File: src/sv/metropolis_tensor_spin_update_macros.svh
// Assertion macros used by the spin update sequencer (mts_seq).
// Each macro assumes clk and arst_n are in scope at the point of use.
`ifndef METROPOLIS_TENSOR_SPIN_UPDATE_MACROS_SVH
`define METROPOLIS_TENSOR_SPIN_UPDATE_MACROS_SVH

// same-cycle implication
`define MTS_ASSERT_IMP(label, ante, cons, msg) \
	label: assert property (@(posedge clk) disable iff (!arst_n) (ante) |-> (cons)) \
		else $error(msg);

// next-cycle implication
`define MTS_ASSERT_NXT(label, ante, cons, msg) \
	label: assert property (@(posedge clk) disable iff (!arst_n) (ante) |=> (cons)) \
		else $error(msg);

`endif

File: src/sv/mts_pkg.sv
// Package for the Metropolis tensor spin update block.
// Types, constants and helper functions shared by all modules; no dependencies.
`timescale 1ns / 1ps

package mts_pkg;

	// default sizes
	localparam int SITES_DEF      = 4096;
	localparam int NEIGHBOURS_DEF = 32;
	localparam int TENSORS_DEF    = 32;

	// fixed point format of spins
	localparam int SPIN_FRAC_BITS = 14;
	localparam int SPIN_W         = 16;
	localparam int PROD_SH_W      = SPIN_W + 2;

	localparam int COMPONENTS = 9;
	localparam int AXES       = 3;

	// widest index fields over the legal parameter ranges
	localparam int SITE_MAX_W = 16;
	localparam int NT_MAX_AW  = 22;
	localparam int TEN_MAX_W  = 6;
	localparam int TS_MAX_AW  = 10;

	localparam int COEF_W = 24;
	localparam int CFG_W  = 24;
	localparam int DE_W   = 48;
	localparam int SUM_W  = 28;
	localparam int ACC_W  = 63;
	localparam int WIDE_W = 64;

	// shared multiplier operand widths
	localparam int MUL_A_W = 26;
	localparam int MUL_B_W = 19;
	localparam int MUL_P_W = 45;

	localparam logic [16:0] LOG2E_Q16 = 17'd94548;

	localparam logic signed [WIDE_W-1:0] ACC_LIM = 64'sd1 <<< 61;

	// register indexes
	localparam int CFG_IDX_W = 3;
	localparam logic [CFG_IDX_W-1:0] CFG_BETA    = 3'd0;
	localparam logic [CFG_IDX_W-1:0] CFG_FIELD_X = 3'd1;
	localparam logic [CFG_IDX_W-1:0] CFG_FIELD_Y = 3'd2;
	localparam logic [CFG_IDX_W-1:0] CFG_FIELD_Z = 3'd3;
	localparam logic [CFG_IDX_W-1:0] CFG_ANISO   = 3'd4;

	typedef enum logic [1:0] {
		OP_NBR_LOAD   = 2'd0,
		OP_TEN_LOAD   = 2'd1,
		OP_SPIN_RESET = 2'd2,
		OP_TRIAL      = 2'd3
	} op_t;

	typedef struct packed {
		logic        [CFG_W-1:0] beta;
		logic signed [CFG_W-1:0] fx;
		logic signed [CFG_W-1:0] fy;
		logic signed [CFG_W-1:0] fz;
		logic signed [CFG_W-1:0] aniso;
	} cfg_t;

	typedef struct packed {
		logic        [1:0]        op;
		logic        [11:0]       site;
		logic        [4:0]        slot;
		logic        [11:0]       nbr_site;
		logic        [4:0]        ten_idx;
		logic        [3:0]        comp;
		logic signed [COEF_W-1:0] coef;
		logic signed [SPIN_W-1:0] tx;
		logic signed [SPIN_W-1:0] ty;
		logic signed [SPIN_W-1:0] tz;
		logic        [15:0]       rnd;
	} item_t;

	typedef struct packed {
		logic                    accepted;
		logic signed [DE_W-1:0]  de;
		logic signed [SUM_W-1:0] sx;
		logic signed [SUM_W-1:0] sy;
		logic signed [SUM_W-1:0] sz;
	} res_t;

	// memory requests from the sequencer
	typedef struct packed {
		logic                     nt_we;
		logic [NT_MAX_AW-1:0]     nt_waddr;
		logic [SITE_MAX_W-1:0]    nt_site;
		logic [TEN_MAX_W-1:0]     nt_ten;
		logic [NT_MAX_AW-1:0]     nt_raddr;
		logic                     ts_we;
		logic [TS_MAX_AW-1:0]     ts_waddr;
		logic signed [COEF_W-1:0] ts_coef;
		logic [TS_MAX_AW-1:0]     ts_raddr;
		logic                     sp_we;
		logic [SITE_MAX_W-1:0]    sp_waddr;
		logic [3*SPIN_W-1:0]      sp_wdata;
		logic [SITE_MAX_W-1:0]    sp_raddr;
	} mem_req_t;

	// registered read data
	typedef struct packed {
		logic [SITE_MAX_W-1:0]    nt_site;
		logic [TEN_MAX_W-1:0]     nt_ten;
		logic signed [COEF_W-1:0] ts_coef;
		logic [3*SPIN_W-1:0]      sp_data;
	} mem_rsp_t;

	// clamp to the energy accumulator range
	function automatic logic signed [ACC_W-1:0] sat_acc(input logic signed [WIDE_W-1:0] v);
		logic signed [WIDE_W-1:0] r;
		r = v;
		if (v > ACC_LIM)
			r = ACC_LIM;
		else if (v < -ACC_LIM)
			r = -ACC_LIM;
		return ACC_W'(r);
	endfunction

	// round(65536 * 2^(-k/16)), first entry held at full scale
	function automatic logic [15:0] pow2_frac(input logic [3:0] k);
		logic [15:0] v;
		unique case (k)
			4'd0:  v = 16'd65535;
			4'd1:  v = 16'd62757;
			4'd2:  v = 16'd60097;
			4'd3:  v = 16'd57549;
			4'd4:  v = 16'd55109;
			4'd5:  v = 16'd52773;
			4'd6:  v = 16'd50535;
			4'd7:  v = 16'd48393;
			4'd8:  v = 16'd46341;
			4'd9:  v = 16'd44376;
			4'd10: v = 16'd42495;
			4'd11: v = 16'd40693;
			4'd12: v = 16'd38968;
			4'd13: v = 16'd37316;
			4'd14: v = 16'd35734;
			4'd15: v = 16'd34219;
		endcase
		return v;
	endfunction

endpackage

File: src/sv/mts_mac.sv
// Shared signed multiplier with a registered product.
// Depends on mts_pkg for operand widths.
`timescale 1ns / 1ps

module mts_mac (
	input  logic                                 clk,
	input  logic signed [mts_pkg::MUL_A_W-1:0]   a,
	input  logic signed [mts_pkg::MUL_B_W-1:0]   b,
	output logic signed [mts_pkg::MUL_P_W-1:0]   prod_s1
);

	// operands widened before the multiply so the product keeps all bits
	always_ff @(posedge clk) begin
		prod_s1 <= mts_pkg::MUL_P_W'(a) * mts_pkg::MUL_P_W'(b);
	end

endmodule

File: config.mk
export PLATFORM = sky130hd
export DESIGN_NAME = mts_mac
export DESIGN_NICKNAME = d
export VERILOG_FILES = /design/src/sv/metropolis_tensor_spin_update_macros.svh /design/src/sv/mts_pkg.sv /design/src/sv/mts_mac.sv
export SDC_FILE = /design/constraint.sdc
export NUM_CORES = 1
export LEC_CHECK = 0
export BUFFER_PORTS_ARGS = -buffer_cell sky130_fd_sc_hd__buf_2
export CAP_MARGIN = 5
export CORE_MARGIN = 4
export CORE_UTILIZATION = 30
export DETAILED_ROUTE_END_ITERATION = 10
export PLACE_DENSITY = 0.45
export SLEW_MARGIN = 20
export SYNTH_ARGS = -nofsm -noshare
export SYNTH_HDL_FRONTEND = slang
export SYNTH_SLANG_ARGS = --single-unit
File: constraint.sdc
create_clock -name clk -period 13.2 [get_ports clk]
set_input_delay 3.3 -clock clk [delete_from_list [all_inputs] [get_ports clk]]
set_output_delay 3.3 -clock clk [all_outputs]
set_load 0.01 [all_outputs]
==> impl_metrics.toml <==
[layout]
layout.nets = 2646
largest_register = "prod_s1"
final-instance-count-excl-fill = 2770
nFillCells = 6403
reg_top3 = "prod_s1: 45 flops"
final_area_sq_mm = 0.01981
syn2layout_area_growth_pct = 6.841
largest_reg_flops = 45
drive_gt1_share_pct = 5.791

[global_route]
grt_pass1_wl_mm = 81.65
grt_usage_pct = 15.80
grt_max_degree = 28
globalRouteOverflowTotal = 0
grt_pass1_vias = 14410
antenna_found_initial = 3

[worst_setup_path]
crit_arrival_ns = 10.22
startpoint_type = "primary input"
critPathLaunch = "b[4]"
timing.critical_path.to = "prod_s1[37]$_DFF_P_"
path_max_fanout = 26
cp-end-kind = "register"
critPathKind = "in2reg"
cp.required_ns = 13.43

[detailed_routing]
routed_wl_mm = 50.17
drc = 0
highest_layer = "met5"
drtIter0Drc = 536
num_vias = 12750
met3WireLength_mm = 1.290
wl_met2_mm = 26.97
ant_nets = 0
vias_per_cell = 4.603
dr.pass1.iters = 5
wl_met1_mm = 20.87
wl_per_cell_um = 18.11

[floorplan]
core-area_sq_mm = 0.06081
die_w_um = 256.6
die_h_um = 256.6
dieArea_sq_mm = 0.06586
start_util_pct = 30.50
rows = 90
ios = 91

[placed_design]
dp.cells = 2760
place_congestion = 0.8039
detailed_place_hpwl_mm = 40.85
portBuffers = 90
placed_area_sq_mm = 0.01963
place_worst_setup_slack_ns = 2.882

[sta]
slew_viol_final = 0
worstMarginPinSlew_ns = 0.7185
fin_crit_sh_pct = 75.65
hold_viol = 0
setup_viol = 0
rsz0062_at_grt = "no"
post-route-min-period_ns = 9.985
fin_setup_tns_ns = 0
relSlewSlack_pct = 52.10
fin_ws_ns = 3.215
fmax_ghz = 0.1001

[min_path]
worstHoldPathType = "in2reg"

[synthesis]
synthArstFlopShare_pct = 0
ys_seq_area_share_pct = 4.858
synth-seq-cells = 45
syn_area_sq_mm = 0.01855
syn_nets = 2636
postSynthAreaPerCell_sq_um = 9.390
synth_cell_types = 60
synth_warnings = 0
ys.flop_type = "dfxtp_1"
synth-edff-count = 0
synthCells = 1975

[clocking]
cts_sinks = 45
holdBufCountCts = 0
cts_root_buffer = "clkbuf_16"
cts_tree = "done"
post_cts_buffers = 0
path_clk_slew_ns = 0.08
cts-buffers-inserted = 5
clockBufferDepth = 2
htreeDepth = 2
cts-resized-gates = 0

[run]
maxCapViolations = 0

[outcome]
status = "finished, final reports clean"
==> layer usage <==
| layer | vias up | track usage (%) |
|---|---|---|
| met4 | 2 | 3.652 |
| met1 | 6759 | 19.95 |
| met5 | - | 0 |
| met2 | 195 | 29.13 |
| met3 | 49 | 1.658 |
| li1 | 5744 | - |
==> synthesized netlist by cell type, drive strengths merged, types with 5 or more instances <==
master	instances	area (sq um)
fa	488	9769
inv	485	1821
nand2	274	1028
and2	216	1353
ha	127	1589
clkbuf	81	304.0
dfxtp	45	900.9
a21oi	33	180.2
xnor2	30	262.8
nor2	27	101.4
nor2b	22	137.6
o21ai	19	95.09
a21o	13	97.59
nand2b	10	62.56
o211ai	10	75.07
xor2	10	87.58
nand3	8	40.04
nor3	7	35.03
and3	6	43.79
buf	6	36.28
nand4	5	31.28
==> layout make-up <==
cell class,instances,area (sq um),area share (%)
Tap cell,782,978.4,4.938
Clock inverter,3,50.05,0.2526
Antenna cell,2,5.005,0.02526
Sequential cell,45,900.9,4.547
Inverter,485,1821,9.188
Clock buffer,5,125.1,0.6315
Multi-Input combinational cell,1358,15480,78.14
Timing Repair Buffer,90,450.4,2.273
==> logic make-up (layout without fill, tap and decap cells) <==
logic type,count (synthesis),after routing,share of synthesized area [%]
other,0,2,0
adder cells (fa/ha/maj),615,615,61.25
AND/OR/NAND/NOR,585,585,15.66
flip-flops,45,45,4.858
multiplexers,3,3,0.1687
buffers and inverters,572,583,11.65
AO/OA/AOI/OAI,115,115,4.527
XOR/XNOR,40,40,1.889
==> layout by cell type, fill, tap and decap left out, types with 7 or more instances in the layout <==
master	n
nand2_1	274
and2_1	215
inv_1	485
nand3_1	8
dfxtp_1	45
nand2b_1	10
o21ai_0	13
buf_2	90
a21oi_1	31
nor2b_1	22
xor2_1	10
fa_1	488
nor3_1	7
nor2_1	27
a21o_1	13
ha_1	127
xnor2_1	30
o211ai_1	10
==> how the worst min path moves through the flow <==
stage / from / endpoint / slack (ns) / cells after the start
5_1_grt: a[0] / prod_s1[0]$_DFF_P_ / 3.52 / 2
3_3_place_gp: prod_s1[7]$_DFF_P_ / prod_s1[7] / 3.70 / 1
4_1_cts: a[0] / prod_s1[0]$_DFF_P_ / 3.50 / 2
2_1_floorplan: a[0] / prod_s1[0]$_DFF_P_ / 3.43 / 1
6_report: a[0] / prod_s1[0]$_DFF_P_ / 3.52 / 2
3_5_place_dp: prod_s1[8]$_DFF_P_ / prod_s1[8] / 3.70 / 1
==> metrics by stage <==
step                      utilization [%]  hold WS [ns]
after global placement              32.29         3.700
after floorplan                         -         3.427
after global routing                32.58         3.515
after CTS                           32.58         3.495
final                               32.58         3.515
after detailed placement            32.29         3.699
==> critical path: stages <==
cell and delay [ns]:
buf_2 0.55, nand2_1 0.18, fa_1 0.53, fa_1 0.51, fa_1 0.51, inv_1 0.05, fa_1 0.55, fa_1 0.42
fa_1 0.51, fa_1 0.46, ha_1 0.39, nand3_1 0.26, or4_1 0.53, a21oi_1 0.43, nor2_1 0.11, a41oi_2 0.46
nor2_1 0.13, o311ai_1 0.29
Power is left out: the tool's default activity adds up to more than one toggle a clock period on the data nets, which glitch-free logic cannot reach.
