--- src/sv/metropolis_tensor_spin_update_macros.svh ---
// Assertion macros used by the spin update sequencer (mts_seq).
// Each macro assumes clk and arst_n are in scope at the point of use.
`ifndef METROPOLIS_TENSOR_SPIN_UPDATE_MACROS_SVH
`define METROPOLIS_TENSOR_SPIN_UPDATE_MACROS_SVH

// same-cycle implication
`define MTS_ASSERT_IMP(label, ante, cons, msg) \
	label: assert property (@(posedge clk) disable iff (!arst_n) (ante) |-> (cons)) \
		else $error(msg);

// next-cycle implication
`define MTS_ASSERT_NXT(label, ante, cons, msg) \
	label: assert property (@(posedge clk) disable iff (!arst_n) (ante) |=> (cons)) \
		else $error(msg);

`endif

--- src/sv/mts_pkg.sv ---
// Package for the Metropolis tensor spin update block.
// Types, constants and helper functions shared by all modules; no dependencies.
`timescale 1ns / 1ps

package mts_pkg;

	// default sizes
	localparam int SITES_DEF      = 4096;
	localparam int NEIGHBOURS_DEF = 32;
	localparam int TENSORS_DEF    = 32;

	// fixed point format of spins
	localparam int SPIN_FRAC_BITS = 14;
	localparam int SPIN_W         = 16;
	localparam int PROD_SH_W      = SPIN_W + 2;

	localparam int COMPONENTS = 9;
	localparam int AXES       = 3;

	// widest index fields over the legal parameter ranges
	localparam int SITE_MAX_W = 16;
	localparam int NT_MAX_AW  = 22;
	localparam int TEN_MAX_W  = 6;
	localparam int TS_MAX_AW  = 10;

	localparam int COEF_W = 24;
	localparam int CFG_W  = 24;
	localparam int DE_W   = 48;
	localparam int SUM_W  = 28;
	localparam int ACC_W  = 63;
	localparam int WIDE_W = 64;

	// shared multiplier operand widths
	localparam int MUL_A_W = 26;
	localparam int MUL_B_W = 19;
	localparam int MUL_P_W = 45;

	localparam logic [16:0] LOG2E_Q16 = 17'd94548;

	localparam logic signed [WIDE_W-1:0] ACC_LIM = 64'sd1 <<< 61;

	// register indexes
	localparam int CFG_IDX_W = 3;
	localparam logic [CFG_IDX_W-1:0] CFG_BETA    = 3'd0;
	localparam logic [CFG_IDX_W-1:0] CFG_FIELD_X = 3'd1;
	localparam logic [CFG_IDX_W-1:0] CFG_FIELD_Y = 3'd2;
	localparam logic [CFG_IDX_W-1:0] CFG_FIELD_Z = 3'd3;
	localparam logic [CFG_IDX_W-1:0] CFG_ANISO   = 3'd4;

	typedef enum logic [1:0] {
		OP_NBR_LOAD   = 2'd0,
		OP_TEN_LOAD   = 2'd1,
		OP_SPIN_RESET = 2'd2,
		OP_TRIAL      = 2'd3
	} op_t;

	typedef struct packed {
		logic        [CFG_W-1:0] beta;
		logic signed [CFG_W-1:0] fx;
		logic signed [CFG_W-1:0] fy;
		logic signed [CFG_W-1:0] fz;
		logic signed [CFG_W-1:0] aniso;
	} cfg_t;

	typedef struct packed {
		logic        [1:0]        op;
		logic        [11:0]       site;
		logic        [4:0]        slot;
		logic        [11:0]       nbr_site;
		logic        [4:0]        ten_idx;
		logic        [3:0]        comp;
		logic signed [COEF_W-1:0] coef;
		logic signed [SPIN_W-1:0] tx;
		logic signed [SPIN_W-1:0] ty;
		logic signed [SPIN_W-1:0] tz;
		logic        [15:0]       rnd;
	} item_t;

	typedef struct packed {
		logic                    accepted;
		logic signed [DE_W-1:0]  de;
		logic signed [SUM_W-1:0] sx;
		logic signed [SUM_W-1:0] sy;
		logic signed [SUM_W-1:0] sz;
	} res_t;

	// memory requests from the sequencer
	typedef struct packed {
		logic                     nt_we;
		logic [NT_MAX_AW-1:0]     nt_waddr;
		logic [SITE_MAX_W-1:0]    nt_site;
		logic [TEN_MAX_W-1:0]     nt_ten;
		logic [NT_MAX_AW-1:0]     nt_raddr;
		logic                     ts_we;
		logic [TS_MAX_AW-1:0]     ts_waddr;
		logic signed [COEF_W-1:0] ts_coef;
		logic [TS_MAX_AW-1:0]     ts_raddr;
		logic                     sp_we;
		logic [SITE_MAX_W-1:0]    sp_waddr;
		logic [3*SPIN_W-1:0]      sp_wdata;
		logic [SITE_MAX_W-1:0]    sp_raddr;
	} mem_req_t;

	// registered read data
	typedef struct packed {
		logic [SITE_MAX_W-1:0]    nt_site;
		logic [TEN_MAX_W-1:0]     nt_ten;
		logic signed [COEF_W-1:0] ts_coef;
		logic [3*SPIN_W-1:0]      sp_data;
	} mem_rsp_t;

	// clamp to the energy accumulator range
	function automatic logic signed [ACC_W-1:0] sat_acc(input logic signed [WIDE_W-1:0] v);
		logic signed [WIDE_W-1:0] r;
		r = v;
		if (v > ACC_LIM)
			r = ACC_LIM;
		else if (v < -ACC_LIM)
			r = -ACC_LIM;
		return ACC_W'(r);
	endfunction

	// round(65536 * 2^(-k/16)), first entry held at full scale
	function automatic logic [15:0] pow2_frac(input logic [3:0] k);
		logic [15:0] v;
		unique case (k)
			4'd0:  v = 16'd65535;
			4'd1:  v = 16'd62757;
			4'd2:  v = 16'd60097;
			4'd3:  v = 16'd57549;
			4'd4:  v = 16'd55109;
			4'd5:  v = 16'd52773;
			4'd6:  v = 16'd50535;
			4'd7:  v = 16'd48393;
			4'd8:  v = 16'd46341;
			4'd9:  v = 16'd44376;
			4'd10: v = 16'd42495;
			4'd11: v = 16'd40693;
			4'd12: v = 16'd38968;
			4'd13: v = 16'd37316;
			4'd14: v = 16'd35734;
			4'd15: v = 16'd34219;
		endcase
		return v;
	endfunction

endpackage

--- src/sv/mts_seq.sv ---
// Sequencer: handshake, table loads, spin clearing sweep, trial energy walk,
// acceptance test and result register. Depends on mts_pkg and the macro header.
`timescale 1ns / 1ps
`include "metropolis_tensor_spin_update_macros.svh"

module mts_seq #(
	parameter int SITES      = mts_pkg::SITES_DEF,
	parameter int NEIGHBOURS = mts_pkg::NEIGHBOURS_DEF,
	parameter int TENSORS    = mts_pkg::TENSORS_DEF
) (
	input  logic                               clk,
	input  logic                               arst_n,
	input  mts_pkg::cfg_t                      cfg,
	input  logic                               in_valid,
	output logic                               in_stall,
	input  mts_pkg::item_t                     item,
	output logic                               out_valid,
	input  logic                               out_stall,
	output mts_pkg::res_t                      res,
	output mts_pkg::mem_req_t                  req,
	input  mts_pkg::mem_rsp_t                  rsp,
	output logic signed [mts_pkg::MUL_A_W-1:0] mul_a,
	output logic signed [mts_pkg::MUL_B_W-1:0] mul_b,
	input  logic signed [mts_pkg::MUL_P_W-1:0] prod
);

	localparam int NT_AW    = $clog2(SITES * NEIGHBOURS);
	localparam int TS_AW    = $clog2(TENSORS * mts_pkg::COMPONENTS);
	localparam int SITE_W   = $clog2(SITES);
	localparam int TEN_W    = (TENSORS > 1) ? $clog2(TENSORS) : 1;
	localparam int NB_W     = (NEIGHBOURS > 1) ? $clog2(NEIGHBOURS) : 1;
	localparam int SW       = mts_pkg::SPIN_W;
	localparam int PW       = mts_pkg::PROD_SH_W;
	localparam int AW       = mts_pkg::ACC_W;
	localparam int WW       = mts_pkg::WIDE_W;
	localparam int SUMW     = mts_pkg::SUM_W;
	localparam int FB       = mts_pkg::SPIN_FRAC_BITS;
	localparam int U_SHIFT  = FB + 12;
	localparam int D_SPLIT  = (U_SHIFT + 8) / 2;
	localparam int M_LO     = 16;
	localparam int M_W      = 25;

	localparam logic signed [WW-1:0] D_LIM  = 64'sd1 <<< (U_SHIFT + 8);
	localparam logic [WW-1:0]        P_LIM  = 64'd1 << (U_SHIFT + 8);
	localparam logic signed [WW-1:0] DE_MAX = (64'sd1 <<< (mts_pkg::DE_W - 1)) - 64'sd1;
	localparam logic signed [WW-1:0] DE_MIN = -(64'sd1 <<< (mts_pkg::DE_W - 1));
	localparam logic signed [SW-1:0] SPIN_ONE = SW'(1 << FB);
	localparam logic [WW-1:0]        SZ_FULL  = 64'(SITES) << FB;
	localparam logic signed [SUMW-1:0] SZ_RESET = SZ_FULL[SUMW-1:0];

	typedef enum logic [4:0] {
		S_IDLE, S_CLEAR, S_RD_OWN, S_OWN_CAP, S_NB_RD, S_NB_CAP, S_SP_CAP,
		S_X0, S_X1, S_X2, S_X3, S_X4, S_NEG, S_F0, S_F1, S_F2,
		S_A0, S_A1, S_A2, S_A3, S_A4, S_DE, S_P0, S_P1, S_P2, S_COMMIT, S_DONE
	} state_t;

	state_t                 state_q;
	logic                   boot_q;
	logic [SITE_W-1:0]      clr_q;
	logic [SITE_W-1:0]      site_q;
	logic signed [SW-1:0]   tx_q, ty_q, tz_q;
	logic signed [SW-1:0]   ox_q, oy_q, oz_q;
	logic signed [SW-1:0]   nx_q, ny_q, nz_q;
	logic [15:0]            rnd_q;
	logic [M_W-1:0]         m_q;
	logic [NB_W-1:0]        k_q;
	logic [1:0]             a_q, b_q, fi_q;
	logic [SITE_W-1:0]      nb_site_q;
	logic [TEN_W-1:0]       nb_ten_q;
	logic signed [PW-1:0]   pt_q, po_q;
	logic signed [AW-1:0]   et_q, eo_q;
	logic signed [WW-1:0]   de_q;
	logic [mts_pkg::MUL_P_W-1:0] pl_q;
	logic                   acc_q;
	logic signed [SUMW-1:0] sx_q, sy_q, sz_q;
	logic                   out_valid_q;
	mts_pkg::res_t          res_q;

	logic                   accept;
	logic                   nt_ok, ts_ok, site_ok;
	logic                   self_nb;
	logic signed [SW-1:0]   nbr_ax, trial_a, trial_b, old_b, trial_f, old_f;
	logic signed [mts_pkg::CFG_W-1:0] fld;
	logic signed [mts_pkg::MUL_P_W-1:0] prod_sh;
	logic [mts_pkg::MUL_P_W-1:0] prod_u;
	logic [WW-1:0]          big;
	logic [7:0]             u_exp;
	logic [15:0]            p_val;
	logic [3:0]             comp_idx;
	logic signed [WW-1:0]   de_out;

	function automatic logic signed [SW-1:0] sel3(input logic [1:0] i,
			input logic signed [SW-1:0] x, input logic signed [SW-1:0] y,
			input logic signed [SW-1:0] z);
		logic signed [SW-1:0] v;
		unique case (i)
			2'd0:    v = x;
			2'd1:    v = y;
			default: v = z;
		endcase
		return v;
	endfunction

	assign accept   = in_valid && (state_q == S_IDLE);
	assign in_stall = (state_q != S_IDLE);
	assign out_valid = out_valid_q;
	assign res      = res_q;

	// load range checks
	assign site_ok = (32'(item.site) < SITES);
	assign nt_ok   = site_ok && (32'(item.slot) < NEIGHBOURS) &&
			(32'(item.nbr_site) < SITES) && (32'(item.ten_idx) < TENSORS);
	assign ts_ok   = (32'(item.ten_idx) < TENSORS) && (32'(item.comp) < mts_pkg::COMPONENTS);

	// operand selection
	assign self_nb = (nb_site_q == site_q);
	assign nbr_ax  = sel3(a_q, nx_q, ny_q, nz_q);
	assign trial_a = sel3(a_q, tx_q, ty_q, tz_q);
	assign trial_b = sel3(b_q, tx_q, ty_q, tz_q);
	assign old_b   = sel3(b_q, ox_q, oy_q, oz_q);
	assign trial_f = sel3(fi_q, tx_q, ty_q, tz_q);
	assign old_f   = sel3(fi_q, ox_q, oy_q, oz_q);
	assign fld     = (fi_q == 2'd0) ? cfg.fx : ((fi_q == 2'd1) ? cfg.fy : cfg.fz);
	assign comp_idx = 4'(a_q) * 4'(mts_pkg::AXES) + 4'(b_q);
	assign prod_sh = prod >>> FB;

	// acceptance exponent from the two partial products
	assign prod_u = prod;
	assign big    = (64'(prod_u) << D_SPLIT) + 64'(pl_q);
	assign u_exp  = big[U_SHIFT+7:U_SHIFT];
	assign p_val  = mts_pkg::pow2_frac(u_exp[3:0]) >> u_exp[7:4];

	assign de_out = (de_q > DE_MAX) ? DE_MAX : ((de_q < DE_MIN) ? DE_MIN : de_q);

	// memory requests
	always_comb begin
		req          = '0;
		req.nt_waddr = mts_pkg::NT_MAX_AW'(NT_AW'(SITE_W'(item.site)) * NT_AW'(NEIGHBOURS) +
				NT_AW'(item.slot));
		req.nt_site  = mts_pkg::SITE_MAX_W'(SITE_W'(item.nbr_site));
		req.nt_ten   = mts_pkg::TEN_MAX_W'(TEN_W'(item.ten_idx));
		req.nt_we    = accept && (item.op == mts_pkg::OP_NBR_LOAD) && nt_ok;
		req.nt_raddr = mts_pkg::NT_MAX_AW'(NT_AW'(site_q) * NT_AW'(NEIGHBOURS) + NT_AW'(k_q));
		req.ts_waddr = mts_pkg::TS_MAX_AW'(TS_AW'(TEN_W'(item.ten_idx)) *
				TS_AW'(mts_pkg::COMPONENTS) + TS_AW'(item.comp));
		req.ts_coef  = item.coef;
		req.ts_we    = accept && (item.op == mts_pkg::OP_TEN_LOAD) && ts_ok;
		req.ts_raddr = mts_pkg::TS_MAX_AW'(TS_AW'(nb_ten_q) * TS_AW'(mts_pkg::COMPONENTS) +
				TS_AW'(comp_idx));
		req.sp_raddr = (state_q == S_NB_CAP) ? rsp.nt_site : mts_pkg::SITE_MAX_W'(site_q);
		if (state_q == S_CLEAR) begin
			req.sp_we    = 1'b1;
			req.sp_waddr = mts_pkg::SITE_MAX_W'(clr_q);
			req.sp_wdata = {SW'(0), SW'(0), SPIN_ONE};
		end else begin
			req.sp_we    = (state_q == S_COMMIT) && acc_q;
			req.sp_waddr = mts_pkg::SITE_MAX_W'(site_q);
			req.sp_wdata = {tx_q, ty_q, tz_q};
		end
	end

	// shared multiplier operands
	always_comb begin
		mul_a = '0;
		mul_b = '0;
		unique case (state_q)
			S_RD_OWN: begin
				mul_a = mts_pkg::MUL_A_W'(cfg.beta);
				mul_b = mts_pkg::MUL_B_W'(mts_pkg::LOG2E_Q16);
			end
			S_X0: begin
				// a slot that names the site itself sees the trial spin
				mul_a = mts_pkg::MUL_A_W'(self_nb ? trial_a : nbr_ax);
				mul_b = mts_pkg::MUL_B_W'(trial_b);
			end
			S_X1: begin
				mul_a = mts_pkg::MUL_A_W'(nbr_ax);
				mul_b = mts_pkg::MUL_B_W'(old_b);
			end
			S_X2: begin
				mul_a = mts_pkg::MUL_A_W'(rsp.ts_coef);
				mul_b = mts_pkg::MUL_B_W'(pt_q);
			end
			S_X3: begin
				mul_a = mts_pkg::MUL_A_W'(rsp.ts_coef);
				mul_b = mts_pkg::MUL_B_W'(po_q);
			end
			S_F0: begin
				mul_a = mts_pkg::MUL_A_W'(fld);
				mul_b = mts_pkg::MUL_B_W'(trial_f);
			end
			S_F1: begin
				mul_a = mts_pkg::MUL_A_W'(fld);
				mul_b = mts_pkg::MUL_B_W'(old_f);
			end
			S_A0: begin
				mul_a = mts_pkg::MUL_A_W'(tz_q);
				mul_b = mts_pkg::MUL_B_W'(tz_q);
			end
			S_A1: begin
				mul_a = mts_pkg::MUL_A_W'(oz_q);
				mul_b = mts_pkg::MUL_B_W'(oz_q);
			end
			S_A2: begin
				mul_a = mts_pkg::MUL_A_W'(cfg.aniso);
				mul_b = mts_pkg::MUL_B_W'(pt_q);
			end
			S_A3: begin
				mul_a = mts_pkg::MUL_A_W'(cfg.aniso);
				mul_b = mts_pkg::MUL_B_W'(po_q);
			end
			S_P0: begin
				mul_a = mts_pkg::MUL_A_W'(m_q);
				mul_b = mts_pkg::MUL_B_W'(de_q[D_SPLIT-1:0]);
			end
			S_P1: begin
				mul_a = mts_pkg::MUL_A_W'(m_q);
				mul_b = mts_pkg::MUL_B_W'(de_q[2*D_SPLIT-1:D_SPLIT]);
			end
			default: ;
		endcase
	end

	// state machine and registered outputs
	always_ff @(posedge clk or negedge arst_n) begin
		if (!arst_n) begin
			state_q     <= S_CLEAR;
			boot_q      <= 1'b1;
			clr_q       <= '0;
			out_valid_q <= 1'b0;
			sx_q        <= '0;
			sy_q        <= '0;
			sz_q        <= SZ_RESET;
		end else begin
			if (out_valid_q && !out_stall && state_q != S_DONE)
				out_valid_q <= 1'b0;
			unique case (state_q)
				S_IDLE: begin
					if (accept) begin
						site_q <= SITE_W'(item.site);
						tx_q   <= item.tx;
						ty_q   <= item.ty;
						tz_q   <= item.tz;
						rnd_q  <= item.rnd;
						acc_q  <= 1'b0;
						de_q   <= '0;
						k_q    <= '0;
						a_q    <= '0;
						b_q    <= '0;
						et_q   <= '0;
						eo_q   <= '0;
						clr_q  <= '0;
						boot_q <= 1'b0;
						if (item.op == mts_pkg::OP_SPIN_RESET)
							state_q <= S_CLEAR;
						else if (item.op == mts_pkg::OP_TRIAL && site_ok)
							state_q <= S_RD_OWN;
						else
							state_q <= S_DONE;
					end
				end
				S_CLEAR: begin
					clr_q <= clr_q + 1'b1;
					if (clr_q == SITE_W'(SITES - 1)) begin
						sx_q    <= '0;
						sy_q    <= '0;
						sz_q    <= SZ_RESET;
						state_q <= boot_q ? S_IDLE : S_DONE;
					end
				end
				S_RD_OWN: state_q <= S_OWN_CAP;
				S_OWN_CAP: begin
					ox_q    <= rsp.sp_data[3*SW-1:2*SW];
					oy_q    <= rsp.sp_data[2*SW-1:SW];
					oz_q    <= rsp.sp_data[SW-1:0];
					m_q     <= prod[M_LO+M_W-1:M_LO];
					state_q <= S_NB_CAP;
				end
				S_NB_RD: state_q <= S_NB_CAP;
				S_NB_CAP: begin
					nb_site_q <= SITE_W'(rsp.nt_site);
					nb_ten_q  <= TEN_W'(rsp.nt_ten);
					state_q   <= S_SP_CAP;
				end
				S_SP_CAP: begin
					// stored spin; for the site itself this is the old spin
					nx_q    <= rsp.sp_data[3*SW-1:2*SW];
					ny_q    <= rsp.sp_data[2*SW-1:SW];
					nz_q    <= rsp.sp_data[SW-1:0];
					state_q <= S_X0;
				end
				S_X0: state_q <= S_X1;
				S_X1: begin
					pt_q    <= prod_sh[PW-1:0];
					state_q <= S_X2;
				end
				S_X2: begin
					po_q    <= prod_sh[PW-1:0];
					state_q <= S_X3;
				end
				S_X3: begin
					et_q    <= mts_pkg::sat_acc(WW'(et_q) + WW'(prod));
					state_q <= S_X4;
				end
				S_X4: begin
					eo_q <= mts_pkg::sat_acc(WW'(eo_q) + WW'(prod));
					if (b_q != 2'd2) begin
						b_q     <= b_q + 1'b1;
						state_q <= S_X0;
					end else if (a_q != 2'd2) begin
						a_q     <= a_q + 1'b1;
						b_q     <= '0;
						state_q <= S_X0;
					end else begin
						a_q <= '0;
						b_q <= '0;
						if (k_q == NB_W'(NEIGHBOURS - 1)) begin
							state_q <= S_NEG;
						end else begin
							k_q     <= k_q + 1'b1;
							state_q <= S_NB_RD;
						end
					end
				end
				S_NEG: begin
					et_q    <= -et_q;
					eo_q    <= -eo_q;
					fi_q    <= '0;
					state_q <= S_F0;
				end
				S_F0: state_q <= S_F1;
				S_F1: begin
					et_q    <= mts_pkg::sat_acc(WW'(et_q) - WW'(prod));
					state_q <= S_F2;
				end
				S_F2: begin
					eo_q <= mts_pkg::sat_acc(WW'(eo_q) - WW'(prod));
					if (fi_q == 2'd2) begin
						state_q <= S_A0;
					end else begin
						fi_q    <= fi_q + 1'b1;
						state_q <= S_F0;
					end
				end
				S_A0: state_q <= S_A1;
				S_A1: begin
					pt_q    <= prod_sh[PW-1:0];
					state_q <= S_A2;
				end
				S_A2: begin
					po_q    <= prod_sh[PW-1:0];
					state_q <= S_A3;
				end
				S_A3: begin
					et_q    <= mts_pkg::sat_acc(WW'(et_q) - WW'(prod));
					state_q <= S_A4;
				end
				S_A4: begin
					eo_q    <= mts_pkg::sat_acc(WW'(eo_q) - WW'(prod));
					state_q <= S_DE;
				end
				S_DE: begin
					de_q    <= WW'(et_q) - WW'(eo_q);
					state_q <= S_P0;
				end
				S_P0: begin
					// downhill always taken; zero beta gives full-scale probability
					if (de_q <= 0) begin
						acc_q   <= 1'b1;
						state_q <= S_COMMIT;
					end else if (m_q == '0) begin
						acc_q   <= (rnd_q < mts_pkg::pow2_frac(4'd0));
						state_q <= S_COMMIT;
					end else if (de_q >= D_LIM) begin
						acc_q   <= 1'b0;
						state_q <= S_COMMIT;
					end else begin
						state_q <= S_P1;
					end
				end
				S_P1: begin
					pl_q    <= prod;
					state_q <= S_P2;
				end
				S_P2: begin
					acc_q   <= (big < P_LIM) && (rnd_q < p_val);
					state_q <= S_COMMIT;
				end
				S_COMMIT: begin
					if (acc_q) begin
						sx_q <= sx_q + SUMW'(tx_q) - SUMW'(ox_q);
						sy_q <= sy_q + SUMW'(ty_q) - SUMW'(oy_q);
						sz_q <= sz_q + SUMW'(tz_q) - SUMW'(oz_q);
					end
					state_q <= S_DONE;
				end
				S_DONE: begin
					if (!out_valid_q || !out_stall) begin
						out_valid_q    <= 1'b1;
						res_q.accepted <= acc_q;
						res_q.de       <= de_out[mts_pkg::DE_W-1:0];
						res_q.sx       <= sx_q;
						res_q.sy       <= sy_q;
						res_q.sz       <= sz_q;
						state_q        <= S_IDLE;
					end
				end
				default: state_q <= S_IDLE;
			endcase
		end
	end

	`MTS_ASSERT_NXT(a_busy_after_accept, in_valid && !in_stall, in_stall, "idle right after accepting a word")
	`MTS_ASSERT_IMP(a_spin_write_src, req.sp_we, state_q == S_CLEAR || (state_q == S_COMMIT && acc_q), "spin write outside sweep or commit")
	`MTS_ASSERT_IMP(a_out_from_done, out_valid_q && !$past(out_valid_q), $past(state_q) == S_DONE, "result word loaded outside done")

endmodule

--- config.mk ---
export PLATFORM = sky130hd
export DESIGN_NAME = mts_seq
export DESIGN_NICKNAME = d
export VERILOG_FILES = /design/src/sv/mts_pkg.sv /design/src/sv/mts_seq.sv
export VERILOG_INCLUDE_DIRS = /design/src /design/src/sv
export SDC_FILE = /design/constraint.sdc
export NUM_CORES = 2
export LEC_CHECK = 0
export ABC_CLOCK_PERIOD_IN_PS = 14900
export BUFFER_PORTS_ARGS = -buffer_cell sky130_fd_sc_hd__buf_2
export CORE_ASPECT_RATIO = 0.7
export CORE_UTILIZATION = 30
export CTS_CLUSTER_DIAMETER = 150
export DETAILED_ROUTE_END_ITERATION = 16
export PLACE_DENSITY = 0.48
export SYNTH_ARGS = -nofsm -noshare
export SYNTH_HDL_FRONTEND = slang
export SYNTH_SLANG_ARGS = --single-unit
--- constraint.sdc ---
create_clock -name clk -period 14.9 [get_ports clk]
set_clock_uncertainty 0.2 [all_clocks]
set_input_delay 2.98 -clock clk [delete_from_list [all_inputs] [get_ports clk]]
set_output_delay 2.98 -clock clk [all_outputs]
set_load 0.1 [all_outputs]
==> flow_summary_export.csv <==
group,metric,value,unit
power,power,0.01327,W
logic_synthesis,synthCells,7631,
job,drv_cap,0,
timing,rsz0062_at_grt,"false",
timing,finalMaxSlewViolations,0,
grt,grt_max_degree,79,
clocking,cts_tree,"yes",
clocking,clockBufferDepth,3,
power,p_clk_share,17.1,%
logic_synthesis,yosys.area.top_type,"edfxtp_1",
grt,antenna_found_initial,62,
logic_synthesis,synth_top_area_share,28.15,%
power,seq_power_share,22.8,%
logic_synthesis,synth_ff_type,"edfxtp_1",
logic_synthesis,synth_area_per_cell,8.571,sq um
clocking,clk_pin_slew,0.06,ns
power,p_sw_share,54.21,%
power,p_leak,30.23,nW
timing,period_needed,10.13,ns
clocking,htree_levels,3,
floorplanning,row_count,142,
critical_path,crit_slowest_cell,"ha_1",
hold_path,hp-start,"sz_q[27]",
route,drt-initial-drc-count,9841,
power,peakVddDrop,93.18,uV
clocking,cts_sinks,716,
logic_synthesis,ys_top_cells_by_area,"edfxtp_1, ha_1, a21oi_1, xnor2_1, dfrtp_1",
route,detail-route-antenna-nets,0,
route,via_per_inst,6.007,
critical_path,max_stage_delay,0.85,ns
floorplanning,initial_core_util,30.37,%
critical_path,worstReg2RegStart,"pl_q[18]",
grt,grt_overflow,0,
layout,final_cell_area,0.07454,sq mm
hold_path,holdPathStages,0,
logic_synthesis,ys_warn_count,0,
layout,fillers,22510,
logic_synthesis,async_flop_share,14.39,%
power,p_per_area,178.0,mW/mm^2
grt,grt_usage,30.02,%
critical_path,required,15.07,ns
place,dp_cells,10880,
timing,hold_viol,0,
floorplanning,die_x,560.1,um
floorplanning,core_area,0.2153,sq mm
critical_path,start_kind,"input pin",
place,dpl_cell_area,0.07155,sq mm
place,port-buffer-count,659,
clocking,ctsResizeCount,0,
clocking,cts_hold_buf,0,
critical_path,cp_max_fo,28,
critical_path,worstRegToRegCells,28,
logic_synthesis,synth_area,0.06540,sq mm
status,outcome,"completed",
timing,setup_viol,0,
power,p_int,0.006076,W
critical_path,critical_path_class,"in -> reg",
power,power.share.combinational,60.2,%
timing,fmax,0.09871,GHz
floorplanning,die-area,0.2199,sq mm
route,vias,66490,
clocking,root_buffer,"clkbuf_16",
timing,min_period_over_period,67.99,%
layout,fin_util,34.61,%
logic_synthesis,ys_seq_elements,716,
clocking,clock_latency,0.76,ns
hold_path,worstHoldEndpoint,"res[27]",
clocking,post-cts-setup-buffers,0,
route,wl_per_cell,31.09,um
timing,worstMarginPinSlew,1.418,ns
hold_path,hp-class,"reg -> reg",
critical_path,cp_cell_sequence,"buf_2 > inv_1 > ha_1 > inv_1 > a21oi_1 > o31ai_1 > a211oi_1 > o211ai_1 > o211ai_1 > a211oi_1 > o21ai_0 > a32o_1 > nand2b_1 > nor2_1 > mux2i_4 > buf_4 > o41ai_4 > buf_4 > o21ai_0 > o221ai_1",
power,p_sw,0.007193,W
layout,syn_to_final_growth,13.96,%
place,place.gp.congestion,1.060,
place,dp_hpwl,279200,um
grt,grt_pass1_wl,470000,um
route,first_pass_iters,7,
critical_path,cp-end-kind,"register",
timing,fin_tns_setup,0,ns
layout,fin_nets,9068,
layout,final_layout_size_suffix_gt1_share,12.85,%
layout,stdcell_count,11070,
critical_path,regToRegSetupSlack,7.26,ns
critical_path,cp_data_arrival_time,10.31,ns
critical_path,r2r_end,"acc_q",
route,drc,0,
clocking,numCtsBuffers,87,
grt,first_global_vias,59960,
route,wirelength,344200,um
logic_synthesis,seq_area_frac_synth,32.09,%
timing,max-slew-margin-rel,4.471,%
logic_synthesis,synth_edf_count,613,
floorplanning,num_io_pins,764,
floorplanning,die_h,392.7,um
logic_synthesis,ys_types,109,
## cells in the mapped netlist, types with 100 or more instances
cell,n
nor2_1,593
xnor2_1,306
nand4_1,114
inv_1,614
dfrtp_1,100
nand3_1,157
nand2_1,657
a21oi_1,624
edfxtp_1,613
a21o_1,211
nor3_1,203
clkbuf_1,274
xor2_1,118
ha_1,495
nor4_1,133
o21ai_0,499
## routing by layer
layer	vias up	track usage (%)	wire length, um
met5	-	0.5482	239
met1	32790	44.61	156600
li1	29170	-	-
met2	4076	39.27	128900
met4	14	8.825	10480
met3	448	10.95	47900
## final cells by class
| class | instances | area [sq um] | area share [%] |
|---|---|---|---|
| Inverter | 626 | 2350 | 3.153 |
| Timing Repair Buffer | 770 | 4134 | 5.546 |
| Clock inverter | 51 | 654.4 | 0.8779 |
| Sequential cell | 716 | 20990 | 28.16 |
| Antenna cell | 26 | 65.06 | 0.08729 |
| Clock buffer | 109 | 2270 | 3.045 |
| Tap cell | 2880 | 3603 | 4.835 |
| Multi-Input combinational cell | 5891 | 40470 | 54.30 |
## power by group through the flow
| stage | Clock (W) | Combinational, W | Sequential, W |
|---|---|---|---|
| after floorplan | 0 | 0.00550 | 0.00286 |
| after global placement | 0 | 0.00769 | 0.00302 |
| after detailed placement | 0 | 0.00771 | 0.00303 |
| after CTS | 0.00229 | 0.00775 | 0.00299 |
| final | 0.00227 | 0.00798 | 0.00302 |
| after global routing | 0.00236 | 0.00845 | 0.00304 |
## worst max path at each step
stage / cells past startpoint / from / endpoint / slack, ns
after global placement: 29 / prod[1] / acc_q / 4.44
after CTS: 29 / prod[1] / acc_q / 5.20
after detailed placement: 29 / prod[1] / acc_q / 4.43
final: 20 / prod[26] / eo_q[37] / 4.77
after floorplan: 8 / item[92] / req[122] / 5.92
after global routing: 27 / prod[1] / acc_q / 4.57
## per-stage QoR
stage	setup WS (ns)	hold slack [ns]
after floorplan	5.919	0.2249
after global placement	4.439	0.2410
after detailed placement	4.433	0.2391
after CTS	5.200	0.2542
after global routing	4.571	0.2670
final	4.769	0.2569
## placed cells by master (no fill, tap or decap), drive strengths merged, types with 90 or more instances in the layout
cell type | netlist | routed
dfrtp | 100 | 100
nor3 | 207 | 207
nand4 | 114 | 114
nand3 | 157 | 157
nor2 | 594 | 594
a21oi | 624 | 624
xnor2 | 306 | 306
fa | 90 | 90
o21ai | 510 | 510
clkbuf | 274 | 109
inv | 616 | 621
a21o | 211 | 211
nor4 | 136 | 136
xor2 | 118 | 118
ha | 495 | 495
buf | 144 | 770
edfxtp | 613 | 613
nand2 | 658 | 658
## state kept, by name, summed over array words and instances, names as in the netlist, 16 cells and up
name / count
m_q: 25
pt_q: 18
res: 133
eo_q: 63
oz_q: 16
de_q: 64
sx_q: 28
ty_q: 16
ox_q: 16
nx_q: 16
oy_q: 16
sz_q: 28
po_q: 18
ny_q: 16
sy_q: 28
pl_q: 28
rnd_q: 16
tx_q: 16
et_q: 63
tz_q: 16
nz_q: 16
## logic make-up after synthesis
group | share of synthesized area [%]
muxes | 1.069
xor gates and xnor gates | 5.678
and+or+nand+nor | 17.52
buffers and inverters | 6.545
DFF | 32.09
AOI/OAI and AO/OA | 24.87
adders and majority gates | 12.22
other | 0.005734
## critical path: cells and delay by family
family / cells / cell delay (ns)
simple gates: 2 / 0.23
mux: 1 / 0.17
fa+ha+maj: 1 / 0.85
compound gates: 11 / 3.97
buf+inv: 5 / 2.00
Note: power is estimated with default switching activity, not from simulation.
